File: src/rtl/rws_pkg.sv
`timescale 1ns / 1ps
`default_nettype none
// ----------------------------------------------------------------------------
// Roulette wheel selector package
// Shared opcodes, status codes, sequencer states and scan token flags.
// ----------------------------------------------------------------------------
package rws_pkg;

    // Width of the opcode carried on the input tuser.
    localparam int OPCODE_W = 2;
    // Width of the status code carried on the output tdata.
    localparam int STATUS_W = 2;

    // Operation requested by an input transaction.
    typedef enum logic [OPCODE_W-1:0] {
        OP_CLEAR  = 2'd0,
        OP_APPEND = 2'd1,
        OP_DRAW   = 2'd2
    } opcode_t;

    // Status returned with every result transaction.
    typedef enum logic [STATUS_W-1:0] {
        STAT_OK    = 2'd0,
        STAT_EMPTY = 2'd1,
        STAT_FULL  = 2'd2
    } status_t;

    // Sequencer states of the top level.
    typedef enum logic [1:0] {
        S_IDLE = 2'd0,
        S_MULT = 2'd1,
        S_SCAN = 2'd2,
        S_DONE = 2'd3
    } state_t;

    // Control flags that travel with the draw token along the cell chain.
    typedef struct packed {
        logic valid;
        logic found;
    } scan_flags_t;

endpackage : rws_pkg
`default_nettype wire

File: src/rtl/rws_mult.sv
`timescale 1ns / 1ps
`default_nettype none
// ----------------------------------------------------------------------------
// Roulette wheel target multiplier
// Bit-serial shift-and-add multiplier that scales the fitness total by the
// random fraction, one fraction bit per cycle, most significant bit first.
// ----------------------------------------------------------------------------
module rws_mult #(
    parameter int SUM_W  = 22,
    parameter int RAND_W = 16
) (
    input  wire logic              aclk,
    input  wire logic              aresetn,
    input  wire logic              start,
    input  wire logic [SUM_W-1:0]  multiplicand,
    input  wire logic [RAND_W-1:0] multiplier,
    output logic                   done,
    output logic [SUM_W-1:0]       target
);

    localparam int PROD_W = SUM_W + RAND_W;
    localparam int CNT_W  = $clog2(RAND_W + 1);

    logic [PROD_W-1:0] acc_reg;
    logic [PROD_W-1:0] acc_next;
    logic [RAND_W-1:0] frac_reg;
    logic [CNT_W-1:0]  cnt_reg;
    logic              busy_reg;
    logic              done_reg;

    // One Horner step: double the partial product and add the total when
    // the current fraction bit is set.
    always_comb begin
        acc_next = {acc_reg[PROD_W-2:0], 1'b0}
                 + (frac_reg[RAND_W-1] ? PROD_W'(multiplicand) : PROD_W'(0));
    end

    // Step counter and handshake flags.
    always_ff @(posedge aclk) begin
        if (!aresetn) begin
            busy_reg <= 1'b0;
            done_reg <= 1'b0;
            cnt_reg  <= '0;
        end else if (start) begin
            busy_reg <= 1'b1;
            done_reg <= 1'b0;
            cnt_reg  <= CNT_W'(RAND_W);
        end else if (busy_reg) begin
            cnt_reg <= cnt_reg - CNT_W'(1);
            if (cnt_reg == CNT_W'(1)) begin
                busy_reg <= 1'b0;
                done_reg <= 1'b1;
            end
        end else begin
            done_reg <= 1'b0;
        end
    end

    // Datapath registers.
    always_ff @(posedge aclk) begin
        if (start) begin
            acc_reg  <= '0;
            frac_reg <= multiplier;
        end else if (busy_reg) begin
            acc_reg  <= acc_next;
            frac_reg <= {frac_reg[RAND_W-2:0], 1'b0};
        end
    end

    // The product is held after the last step, so the target stays stable.
    assign done   = done_reg;
    assign target = acc_reg[PROD_W-1:RAND_W];

endmodule : rws_mult
`default_nettype wire

File: src/rtl/rws_cell.sv
`timescale 1ns / 1ps
`default_nettype none
// ----------------------------------------------------------------------------
// Roulette wheel cell
// Holds one cumulative fitness sum and tests it against the draw target as
// the scan token passes, then hands the token to the next cell.
// ----------------------------------------------------------------------------
module rws_cell #(
    parameter int IDX_W      = 6,
    parameter int CNT_W      = 7,
    parameter int SUM_W      = 22,
    parameter int CELL_INDEX = 0
) (
    input  wire logic                 aclk,
    input  wire logic                 aresetn,
    input  wire logic                 wr_req,
    input  wire logic [CNT_W-1:0]     count,
    input  wire logic [SUM_W-1:0]     wr_sum,
    input  wire rws_pkg::scan_flags_t in_flags,
    input  wire logic [IDX_W-1:0]     in_index,
    input  wire logic [SUM_W-1:0]     in_target,
    output rws_pkg::scan_flags_t      out_flags,
    output logic [IDX_W-1:0]          out_index,
    output logic [SUM_W-1:0]          out_target
);

    import rws_pkg::*;

    logic [SUM_W-1:0] sum_reg;
    scan_flags_t      flags_reg;
    logic [IDX_W-1:0] index_reg;
    logic [SUM_W-1:0] target_reg;
    logic             occupied;
    logic             hit;

    // The entry is live while it lies below the population count.
    assign occupied = CNT_W'(CELL_INDEX) < count;
    assign hit      = in_flags.valid && !in_flags.found && occupied
                   && (sum_reg > in_target);

    // The append that lands on this entry stores the new running sum.
    always_ff @(posedge aclk) begin
        if (wr_req && (count == CNT_W'(CELL_INDEX))) begin
            sum_reg <= wr_sum;
        end
    end

    // Token flags carry control and are cleared by reset.
    always_ff @(posedge aclk) begin
        if (!aresetn) begin
            flags_reg <= '0;
        end else begin
            flags_reg.valid <= in_flags.valid;
            flags_reg.found <= in_flags.found || hit;
        end
    end

    // Token payload; the first hit claims the index.
    always_ff @(posedge aclk) begin
        target_reg <= in_target;
        index_reg  <= hit ? IDX_W'(CELL_INDEX) : in_index;
    end

    assign out_flags  = flags_reg;
    assign out_index  = index_reg;
    assign out_target = target_reg;

endmodule : rws_cell
`default_nettype wire

File: src/rtl/roulette_wheel_selector.sv
`timescale 1ns / 1ps
`default_nettype none
// ----------------------------------------------------------------------------
// Roulette wheel selector
// Fitness-proportionate selection over a population held in a chain of cells.
// ----------------------------------------------------------------------------
// Each input transaction gives exactly one result transaction. Clear, append
// and unknown opcodes finish in the cycle they are accepted. A draw first runs
// the bit-serial multiplier that scales the fitness total by the random
// fraction, then lets the token walk the whole chain of cells, one cell per
// cycle, before the sequencer pushes the result. One item is in work at a
// time; a two-entry result buffer lets the block take new transactions while
// results wait downstream. No clearing pass is needed after reset.
// ----------------------------------------------------------------------------
module roulette_wheel_selector #(
    parameter int POPULATION_MAX = 64,
    parameter int FITNESS_BITS   = 16,
    parameter int RANDOM_BITS    = 16
) (
    input  wire logic aclk,
    input  wire logic aresetn,
    // Input stream.
    input  wire logic s_axis_tvalid,
    output logic      s_axis_tready,
    // tdata: fitness [FITNESS_BITS], random_fraction [RANDOM_BITS], zero pad.
    input  wire logic [((FITNESS_BITS + RANDOM_BITS + 7) / 8) * 8 - 1:0] s_axis_tdata,
    // tuser: opcode.
    input  wire logic [rws_pkg::OPCODE_W-1:0] s_axis_tuser,
    // Result stream.
    output logic      m_axis_tvalid,
    input  wire logic m_axis_tready,
    // tdata: selected_index [clog2(POPULATION_MAX)], status [2], zero pad.
    output logic [(($clog2(POPULATION_MAX) + rws_pkg::STATUS_W + 7) / 8) * 8 - 1:0]
                      m_axis_tdata
);

    import rws_pkg::*;

    localparam int IDX_W = $clog2(POPULATION_MAX);
    localparam int CNT_W = $clog2(POPULATION_MAX + 1);
    localparam int SUM_W = FITNESS_BITS + IDX_W;

    // Sequencer and population state.
    state_t            state_reg, state_next;
    logic [CNT_W-1:0]  count_reg, count_next;
    logic [SUM_W-1:0]  total_reg, total_next;
    logic              inject_reg, inject_next;
    logic [IDX_W-1:0]  res_index_reg, res_index_next;

    // Result buffer: head drives the output, tail is the skid entry.
    logic              head_valid_reg, head_valid_next;
    logic [IDX_W-1:0]  head_index_reg, head_index_next;
    status_t           head_status_reg, head_status_next;
    logic              tail_valid_reg, tail_valid_next;
    logic [IDX_W-1:0]  tail_index_reg, tail_index_next;
    status_t           tail_status_reg, tail_status_next;

    logic              in_fire;
    logic              out_fire;
    opcode_t           opcode;
    logic [FITNESS_BITS-1:0] fitness;
    logic [RANDOM_BITS-1:0]  random_fraction;
    logic [SUM_W-1:0]  app_sum;
    logic              wr_req;
    logic              mult_start;
    logic              mult_done;
    logic [SUM_W-1:0]  mult_target;
    logic [CNT_W-1:0]  count_m1;
    logic              push;
    logic [IDX_W-1:0]  push_index;
    status_t           push_status;

    // Token chain between the cells; position zero is the injection point.
    scan_flags_t       chain_flags  [0:POPULATION_MAX];
    logic [IDX_W-1:0]  chain_index  [0:POPULATION_MAX];
    logic [SUM_W-1:0]  chain_target [0:POPULATION_MAX];

    // Unpack the input transaction.
    assign opcode          = opcode_t'(s_axis_tuser);
    assign fitness         = s_axis_tdata[FITNESS_BITS-1:0];
    assign random_fraction = s_axis_tdata[FITNESS_BITS +: RANDOM_BITS];

    assign s_axis_tready = (state_reg == S_IDLE) && !tail_valid_reg;
    assign in_fire       = s_axis_tvalid && s_axis_tready;
    assign out_fire      = m_axis_tvalid && m_axis_tready;

    assign app_sum  = total_reg + SUM_W'(fitness);
    assign count_m1 = count_reg - CNT_W'(1);

    // Target multiplier.
    rws_mult #(
        .SUM_W  (SUM_W),
        .RAND_W (RANDOM_BITS)
    ) u_mult (
        .aclk         (aclk),
        .aresetn      (aresetn),
        .start        (mult_start),
        .multiplicand (total_reg),
        .multiplier   (random_fraction),
        .done         (mult_done),
        .target       (mult_target)
    );

    // The token enters the chain once the target is ready.
    assign chain_flags[0].valid = inject_reg;
    assign chain_flags[0].found = 1'b0;
    assign chain_index[0]       = '0;
    assign chain_target[0]      = mult_target;

    // Chain of cells, one per population entry.
    generate
        for (genvar gi = 0; gi < POPULATION_MAX; gi++) begin : g_cell
            rws_cell #(
                .IDX_W      (IDX_W),
                .CNT_W      (CNT_W),
                .SUM_W      (SUM_W),
                .CELL_INDEX (gi)
            ) u_cell (
                .aclk       (aclk),
                .aresetn    (aresetn),
                .wr_req     (wr_req),
                .count      (count_reg),
                .wr_sum     (app_sum),
                .in_flags   (chain_flags[gi]),
                .in_index   (chain_index[gi]),
                .in_target  (chain_target[gi]),
                .out_flags  (chain_flags[gi+1]),
                .out_index  (chain_index[gi+1]),
                .out_target (chain_target[gi+1])
            );
        end
    endgenerate

    // Sequencer: next state, population update and result production.
    always_comb begin
        state_next     = state_reg;
        count_next     = count_reg;
        total_next     = total_reg;
        inject_next    = 1'b0;
        res_index_next = res_index_reg;
        wr_req         = 1'b0;
        mult_start     = 1'b0;
        push           = 1'b0;
        push_index     = '0;
        push_status    = STAT_OK;

        case (state_reg)
            S_IDLE: begin
                if (in_fire) begin
                    push = 1'b1;
                    case (opcode)
                        OP_CLEAR: begin
                            count_next = '0;
                            total_next = '0;
                        end
                        OP_APPEND: begin
                            if (count_reg == CNT_W'(POPULATION_MAX)) begin
                                push_status = STAT_FULL;
                            end else begin
                                wr_req     = 1'b1;
                                total_next = app_sum;
                                count_next = count_reg + CNT_W'(1);
                            end
                        end
                        OP_DRAW: begin
                            if ((count_reg == '0) || (total_reg == '0)) begin
                                push_status = STAT_EMPTY;
                            end else begin
                                push       = 1'b0;
                                mult_start = 1'b1;
                                state_next = S_MULT;
                            end
                        end
                        default: begin
                            push_status = STAT_OK;
                        end
                    endcase
                end
            end
            S_MULT: begin
                if (mult_done) begin
                    inject_next = 1'b1;
                    state_next  = S_SCAN;
                end
            end
            S_SCAN: begin
                if (chain_flags[POPULATION_MAX].valid) begin
                    // With a nonzero total the last entry always exceeds the
                    // target; falling back to it covers a scan with no hit.
                    res_index_next = chain_flags[POPULATION_MAX].found
                                   ? chain_index[POPULATION_MAX]
                                   : count_m1[IDX_W-1:0];
                    state_next     = S_DONE;
                end
            end
            S_DONE: begin
                if (!tail_valid_reg) begin
                    push       = 1'b1;
                    push_index = res_index_reg;
                    state_next = S_IDLE;
                end
            end
            default: begin
                state_next = S_IDLE;
            end
        endcase
    end

    // Result buffer update.
    always_comb begin
        head_valid_next  = head_valid_reg;
        head_index_next  = head_index_reg;
        head_status_next = head_status_reg;
        tail_valid_next  = tail_valid_reg;
        tail_index_next  = tail_index_reg;
        tail_status_next = tail_status_reg;

        if (out_fire) begin
            if (tail_valid_reg) begin
                head_index_next  = tail_index_reg;
                head_status_next = tail_status_reg;
                tail_valid_next  = push;
                tail_index_next  = push_index;
                tail_status_next = push_status;
            end else begin
                head_valid_next  = push;
                head_index_next  = push_index;
                head_status_next = push_status;
            end
        end else if (push) begin
            if (!head_valid_reg) begin
                head_valid_next  = 1'b1;
                head_index_next  = push_index;
                head_status_next = push_status;
            end else begin
                tail_valid_next  = 1'b1;
                tail_index_next  = push_index;
                tail_status_next = push_status;
            end
        end
    end

    // Control registers.
    always_ff @(posedge aclk) begin
        if (!aresetn) begin
            state_reg      <= S_IDLE;
            count_reg      <= '0;
            total_reg      <= '0;
            inject_reg     <= 1'b0;
            head_valid_reg <= 1'b0;
            tail_valid_reg <= 1'b0;
        end else begin
            state_reg      <= state_next;
            count_reg      <= count_next;
            total_reg      <= total_next;
            inject_reg     <= inject_next;
            head_valid_reg <= head_valid_next;
            tail_valid_reg <= tail_valid_next;
        end
    end

    // Payload registers.
    always_ff @(posedge aclk) begin
        res_index_reg   <= res_index_next;
        head_index_reg  <= head_index_next;
        head_status_reg <= head_status_next;
        tail_index_reg  <= tail_index_next;
        tail_status_reg <= tail_status_next;
    end

    // Pack the result transaction.
    always_comb begin
        m_axis_tdata                      = '0;
        m_axis_tdata[IDX_W-1:0]           = head_index_reg;
        m_axis_tdata[IDX_W +: STATUS_W]   = head_status_reg;
    end
    assign m_axis_tvalid = head_valid_reg;

    // The population never grows past its capacity.
    a_count_bound: assert property (@(posedge aclk) disable iff (!aresetn)
        count_reg <= CNT_W'(POPULATION_MAX))
        else $error("population count exceeds capacity");

    // The skid entry is only filled behind a waiting head entry.
    a_tail_behind_head: assert property (@(posedge aclk) disable iff (!aresetn)
        tail_valid_reg |-> head_valid_reg)
        else $error("result skid entry valid without head entry");

    // The multiplier only finishes while the sequencer waits for it.
    a_mult_done_state: assert property (@(posedge aclk) disable iff (!aresetn)
        mult_done |-> (state_reg == S_MULT))
        else $error("multiplier finished outside the multiply state");

    // A token leaving the chain is only seen while scanning.
    a_token_in_scan: assert property (@(posedge aclk) disable iff (!aresetn)
        chain_flags[POPULATION_MAX].valid |-> (state_reg == S_SCAN))
        else $error("scan token left the chain outside the scan state");

    // A draw starts only from an idle sequencer with a nonempty population.
    a_draw_nonempty: assert property (@(posedge aclk) disable iff (!aresetn)
        mult_start |-> ((count_reg != '0) && (total_reg != '0)))
        else $error("draw started on an empty population");

endmodule : roulette_wheel_selector
`default_nettype wire
File: config.mk
export PLATFORM = sky130hd
export DESIGN_NAME = roulette_wheel_selector
export DESIGN_NICKNAME = d
export VERILOG_FILES = /design/src/rtl/rws_pkg.sv /design/src/rtl/rws_mult.sv /design/src/rtl/rws_cell.sv /design/src/rtl/roulette_wheel_selector.sv
export SDC_FILE = /design/constraint.sdc
export NUM_CORES = 2
export LEC_CHECK = 0
export BUFFER_PORTS_ARGS = -buffer_cell sky130_fd_sc_hd__clkbuf_2
export CAP_MARGIN = 5
export CORE_UTILIZATION = 57
export DETAILED_ROUTE_END_ITERATION = 10
export PLACE_DENSITY = 0.85
export SLEW_MARGIN = 25
export SYNTH_ARGS = -nofsm -noshare
export SYNTH_HDL_FRONTEND = slang
export SYNTH_HIERARCHICAL = 1
export SYNTH_SLANG_ARGS = --single-unit
File: constraint.sdc
create_clock -name aclk -period 8.05 [get_ports aclk]
set_clock_uncertainty 0.15 [all_clocks]
set_input_delay 0.805 -clock aclk [delete_from_list [all_inputs] [get_ports aclk]]
set_output_delay 0.805 -clock aclk [all_outputs]
set_load 0.03 [all_outputs]
* Word level (Yosys, flattened, before mapping)
Cells that the tools add are included.
Cells by class: $add $sub $neg 5, $lt $le $gt $ge 128, eq/ne operators 80, mux-type cells 64, bitwise logic cells 2, reduce and logical (&&, ||, !) cells 404
Operator list (number):
- > comparator 22 bit | 64
- logical AND 1 bit | 258
- equality test 7 x 6 -> 1 bit (second input constant) | 32
- < comparator 6 x 7 -> 1 bit (first input constant) | 32
- equality test 7 x 5 -> 1 bit (second input constant) | 16
- < comparator 5 x 7 -> 1 bit (first input constant) | 16
- 2-to-1 mux 6 bit | 11
- zero test 1 bit | 64
- logical OR 1 bit | 64
- equality test 7 x 4 -> 1 bit (second input constant) | 8
- < comparator 4 x 7 -> 1 bit (first input constant) | 8
- 2-to-1 mux 22 bit | 2
- one-hot mux 22 bit (2 select lines) | 1
- adder 38 bit | 1
- 2-to-1 mux 2 bit | 17
- 2-to-1 mux 16 bit | 2
- equality test 7 x 3 -> 1 bit (second input constant) | 4
- < comparator 3 x 7 -> 1 bit (first input constant) | 4
- 2-to-1 mux 1 bit | 24
- adder 22 x 16 -> 22 bit | 1
- zero test 22 bit | 1
- equality test 7 x 2 -> 1 bit (second input constant) | 2
- < comparator 1 x 7 -> 1 bit (first input constant) | 2
- < comparator 2 x 7 -> 1 bit (first input constant) | 2
- other kinds (26) | 47
Storage, ports and cells: flip-flop bits (word level) 3360, input port bits 38, output and inout port bits 10, logic and storage cells 1018

* Longest topological paths before layout
depth in word-level cells 9, gate-level depth with buffers 13, gate-level depth less buffers 11

* Least setup slack after synthesis
No wires, ideal clock.
path type register -> register, start point register count_reg[1], end point register g_cell[19].u_cell.sum_reg[0], enable pin, setup time 0.465 ns, arrival 6.870 ns, required time 7.435 ns, slack 0.564 ns, stages on the path, launching flop included 9, path buffers 1, clock period less this slack 7.486 ns, path through dfxtp_1 > inv_1 > ha_1 > nor2b_1 > nand3_1 > and2_1 > clkbuf_1 > nand4_1 > nor4b_1
On the way: cells in the longest elaborated chain, start to end 6, elaborated cells on any way between the ends 7, those cells by class eq/ne: 2; mux: 4; reduce/logical: 1
Ends and longest elaborated chain:
- from (decl) | RTL line roulette_wheel_selector.sv:45 | logic [CNT_W-1:0] count_reg, count_next;
- from (signal assigned) | RTL line roulette_wheel_selector.sv:254 | count_reg <= count_next;
- equality test 7 bit | RTL line roulette_wheel_selector.sv:157 | if (count_reg == CNT_W'(POPULATION_MAX)) begin
- 2-to-1 mux 1 bit | RTL line roulette_wheel_selector.sv:157
- 2-to-1 mux 1 bit | RTL line roulette_wheel_selector.sv:151 | case (opcode)
- 2-to-1 mux 1 bit | RTL line roulette_wheel_selector.sv:149 | if (in_fire) begin
- 2-to-1 mux 1 bit | RTL line roulette_wheel_selector.sv:147 | case (state_reg)
- via wr_req | RTL line roulette_wheel_selector.sv:64 | logic wr_req;
- logical AND 1 bit | RTL line rws_cell.sv:43 | if (wr_req && (count == CNT_W'(CELL_INDEX))) begin
- to (signal assigned) | RTL line rws_cell.sv:44 | sum_reg <= wr_sum;
- to (decl) | RTL line rws_cell.sv:29 | logic [SUM_W-1:0] sum_reg;
The timed path passes the listed nets, and every way through them passes these cells. A chain may end at the register's enable or synchronous reset.

* Worst setup path after layout
start point register count_reg[0], end point register g_cell[30].u_cell.sum_reg[5], enable pin
On the way: cells in the longest elaborated chain, start to end 6, elaborated cells on any way between the ends 7, those cells by class eq/ne: 2; mux: 4; reduce/logical: 1
Ends and longest elaborated chain (RTL line):
- equality test 7 bit | roulette_wheel_selector.sv:157
- 2-to-1 mux 1 bit | roulette_wheel_selector.sv:157
- 2-to-1 mux 1 bit | roulette_wheel_selector.sv:151
- 2-to-1 mux 1 bit | roulette_wheel_selector.sv:149
- 2-to-1 mux 1 bit | roulette_wheel_selector.sv:147
- logical AND 1 bit * | rws_cell.sv:43
- to (signal assigned) | rws_cell.sv:44
- to (decl) | rws_cell.sv:29
Mark *: on every way between the ends. The rest lies on a longest branch, timed or not.

==> flow_summary.json <==
{
  "status": "completed",
  "drt_iter0_markers": 8802,
  "critPathLaunch": "count_reg[0]",
  "path_max_fanout": 31,
  "cts_setup_buffers": 0,
  "path_clk_slew_ps": 60,
  "drv_slew": 0,
  "clk_root_buffer_cell": "clkbuf_16",
  "arrival_ps": 4950,
  "cts_max_level": 5,
  "end_kind": "register",
  "finish.net_count": 12810,
  "syn_area_um2": 136100,
  "largest_reg_flops": 1408,
  "drc": 0,
  "worstPathRequired_ps": 8440,
  "cts.repair.resized": 0,
  "clock.fmax_mhz": 219.4,
  "yosys_warnings": 6,
  "grt_use_total": 0.2753,
  "min_period_ps": 4559,
  "fin_crit_sh": 0.5663,
  "drive_above_1_share": 0.1048,
  "cts_buffer_depth": 4,
  "final_common_cell": "dfxtp_1",
  "antenna_found_initial": 12,
  "detail_route.wl_per_cell_um": 23.01,
  "drt_pass1_iterations": 9,
  "holdWs_ps": 53.82,
  "place_congestion": 0.8863,
  "final_hold_viol_count": 0,
  "worstMarginPinSlew_ps": 1170,
  "port_buffers": 47,
  "cellPowerDensity_nw_per_um2": 261.6,
  "setup_tns_ps": 0,
  "die_area_um2": 240700,
  "core_area_um2": 236300,
  "row_count": 178,
  "fin_area_um2": 152200,
  "pin_count": 48,
  "layout_common_cells": "dfxtp_1, inv_1, ha_1",
  "antenna_left": 0,
  "setup_viol": 0,
  "place_inst": 14110,
  "numCtsBuffers": 332,
  "hpwl_um": 218700,
  "worstSetupPathType": "register to register",
  "total_leakage_power_uw": 0.06068,
  "first_global_vias": 91720,
  "drt_wl_total_um": 338800,
  "max-slew-margin-rel": 0.2202,
  "layoutNonFillerInstCount": 14720,
  "irDropWorstVdd_v": 0.0002465,
  "via_per_inst": 5.970,
  "clk_latency_ps": 970,
  "grt_overflow": 0,
  "synth.avg_cell_area_um2": 12.52,
  "vias": 87890,
  "reg2reg_from": "count_reg[0]",
  "grt_max_degree": 113,
  "die_w_um": 490.6,
  "syn2layout_area_growth_pct": 11.89,
  "grt_pass1_wl_um": 515100,
  "startpoint_type": "register",
  "hp-start": "s_axis_tdata[19]",
  "synthCells": 10860,
  "cts_sinks": 3423,
  "maxCapViolCount": 0,
  "total_power_uw": 39840,
  "rsz0062_at_grt": "false",
  "start_util": 0.5758,
  "min-delay-path-class": "input port to register",
  "postPlaceCellArea_um2": 141200,
  "die_h_um": 490.6,
  "cts_tree": "built"
}
-- final timing paths --
| path | to | slack [ps] | cells after the start |
|---|---|---|---|
| worst min-delay path | u_mult/frac_reg[3] | 50 | 2 |
| worst max register to register | g_cell[30].u_cell/sum_reg[5] | 3490 | 8 |
| worst min register to register | g_cell[52].u_cell/out_target[12] | 150 | 0 |
| worst max-delay path | g_cell[30].u_cell/sum_reg[5] | 3490 | 8 |
-- where the power goes --
group / switching, µW / leakage [µW] / total, µW / internal, µW
Combinational: 2600 / 0.0263 / 3990 / 1400
Clock: 6500 / 0.00536 / 15500 / 8990
Sequential: 828 / 0.0291 / 20300 / 19500
-- metrics by stage --
| step | setup slack (ps) | utilization |
|---|---|---|
| 2_1_floorplan | 564.3 | - |
| 3_3_place_gp | 3401 | 0.5975 |
| 3_5_place_dp | 3393 | 0.5975 |
| 4_1_cts | 3563 | 0.6440 |
| 5_1_grt | 3406 | 0.6443 |
| 6_report | 3491 | 0.6443 |
-- area by class of cell --
type	count	area, µm²
multi-input combinational	5826	47340
clock buffer	469	9674
tap	3150	3941
sequential	3423	83030
inverter	1566	5886
antenna	1	2.502
fill	15610	84050
timing repair buffer	164	1210
clock inverter	122	1166
-- worst max-delay path, cell delays in order, from the launching register on --
cell     delay, ps
dfxtp_4        700
inv_1          190
ha_1           240
nor2b_1        150
nand3_1        150
and2_4         460
buf_4          530
buf_4          560
and4b_1        950
-- per-layer routing --
layer	track usage	vias up	routed length (µm)
met2	0.4800	4169	166600
li1	-	39760	-
met5	0	-	37
met3	0.04156	1175	26650
met4	0.1440	4	18090
met1	0.3283	42780	127400
-- timing repair --
item	in CTS	in global routing
endpoints found under the hold margin	15	0
setup endpoints to repair	0	0
hold buffers	15	0
Note: power is estimated with default switching activity, not from simulation.
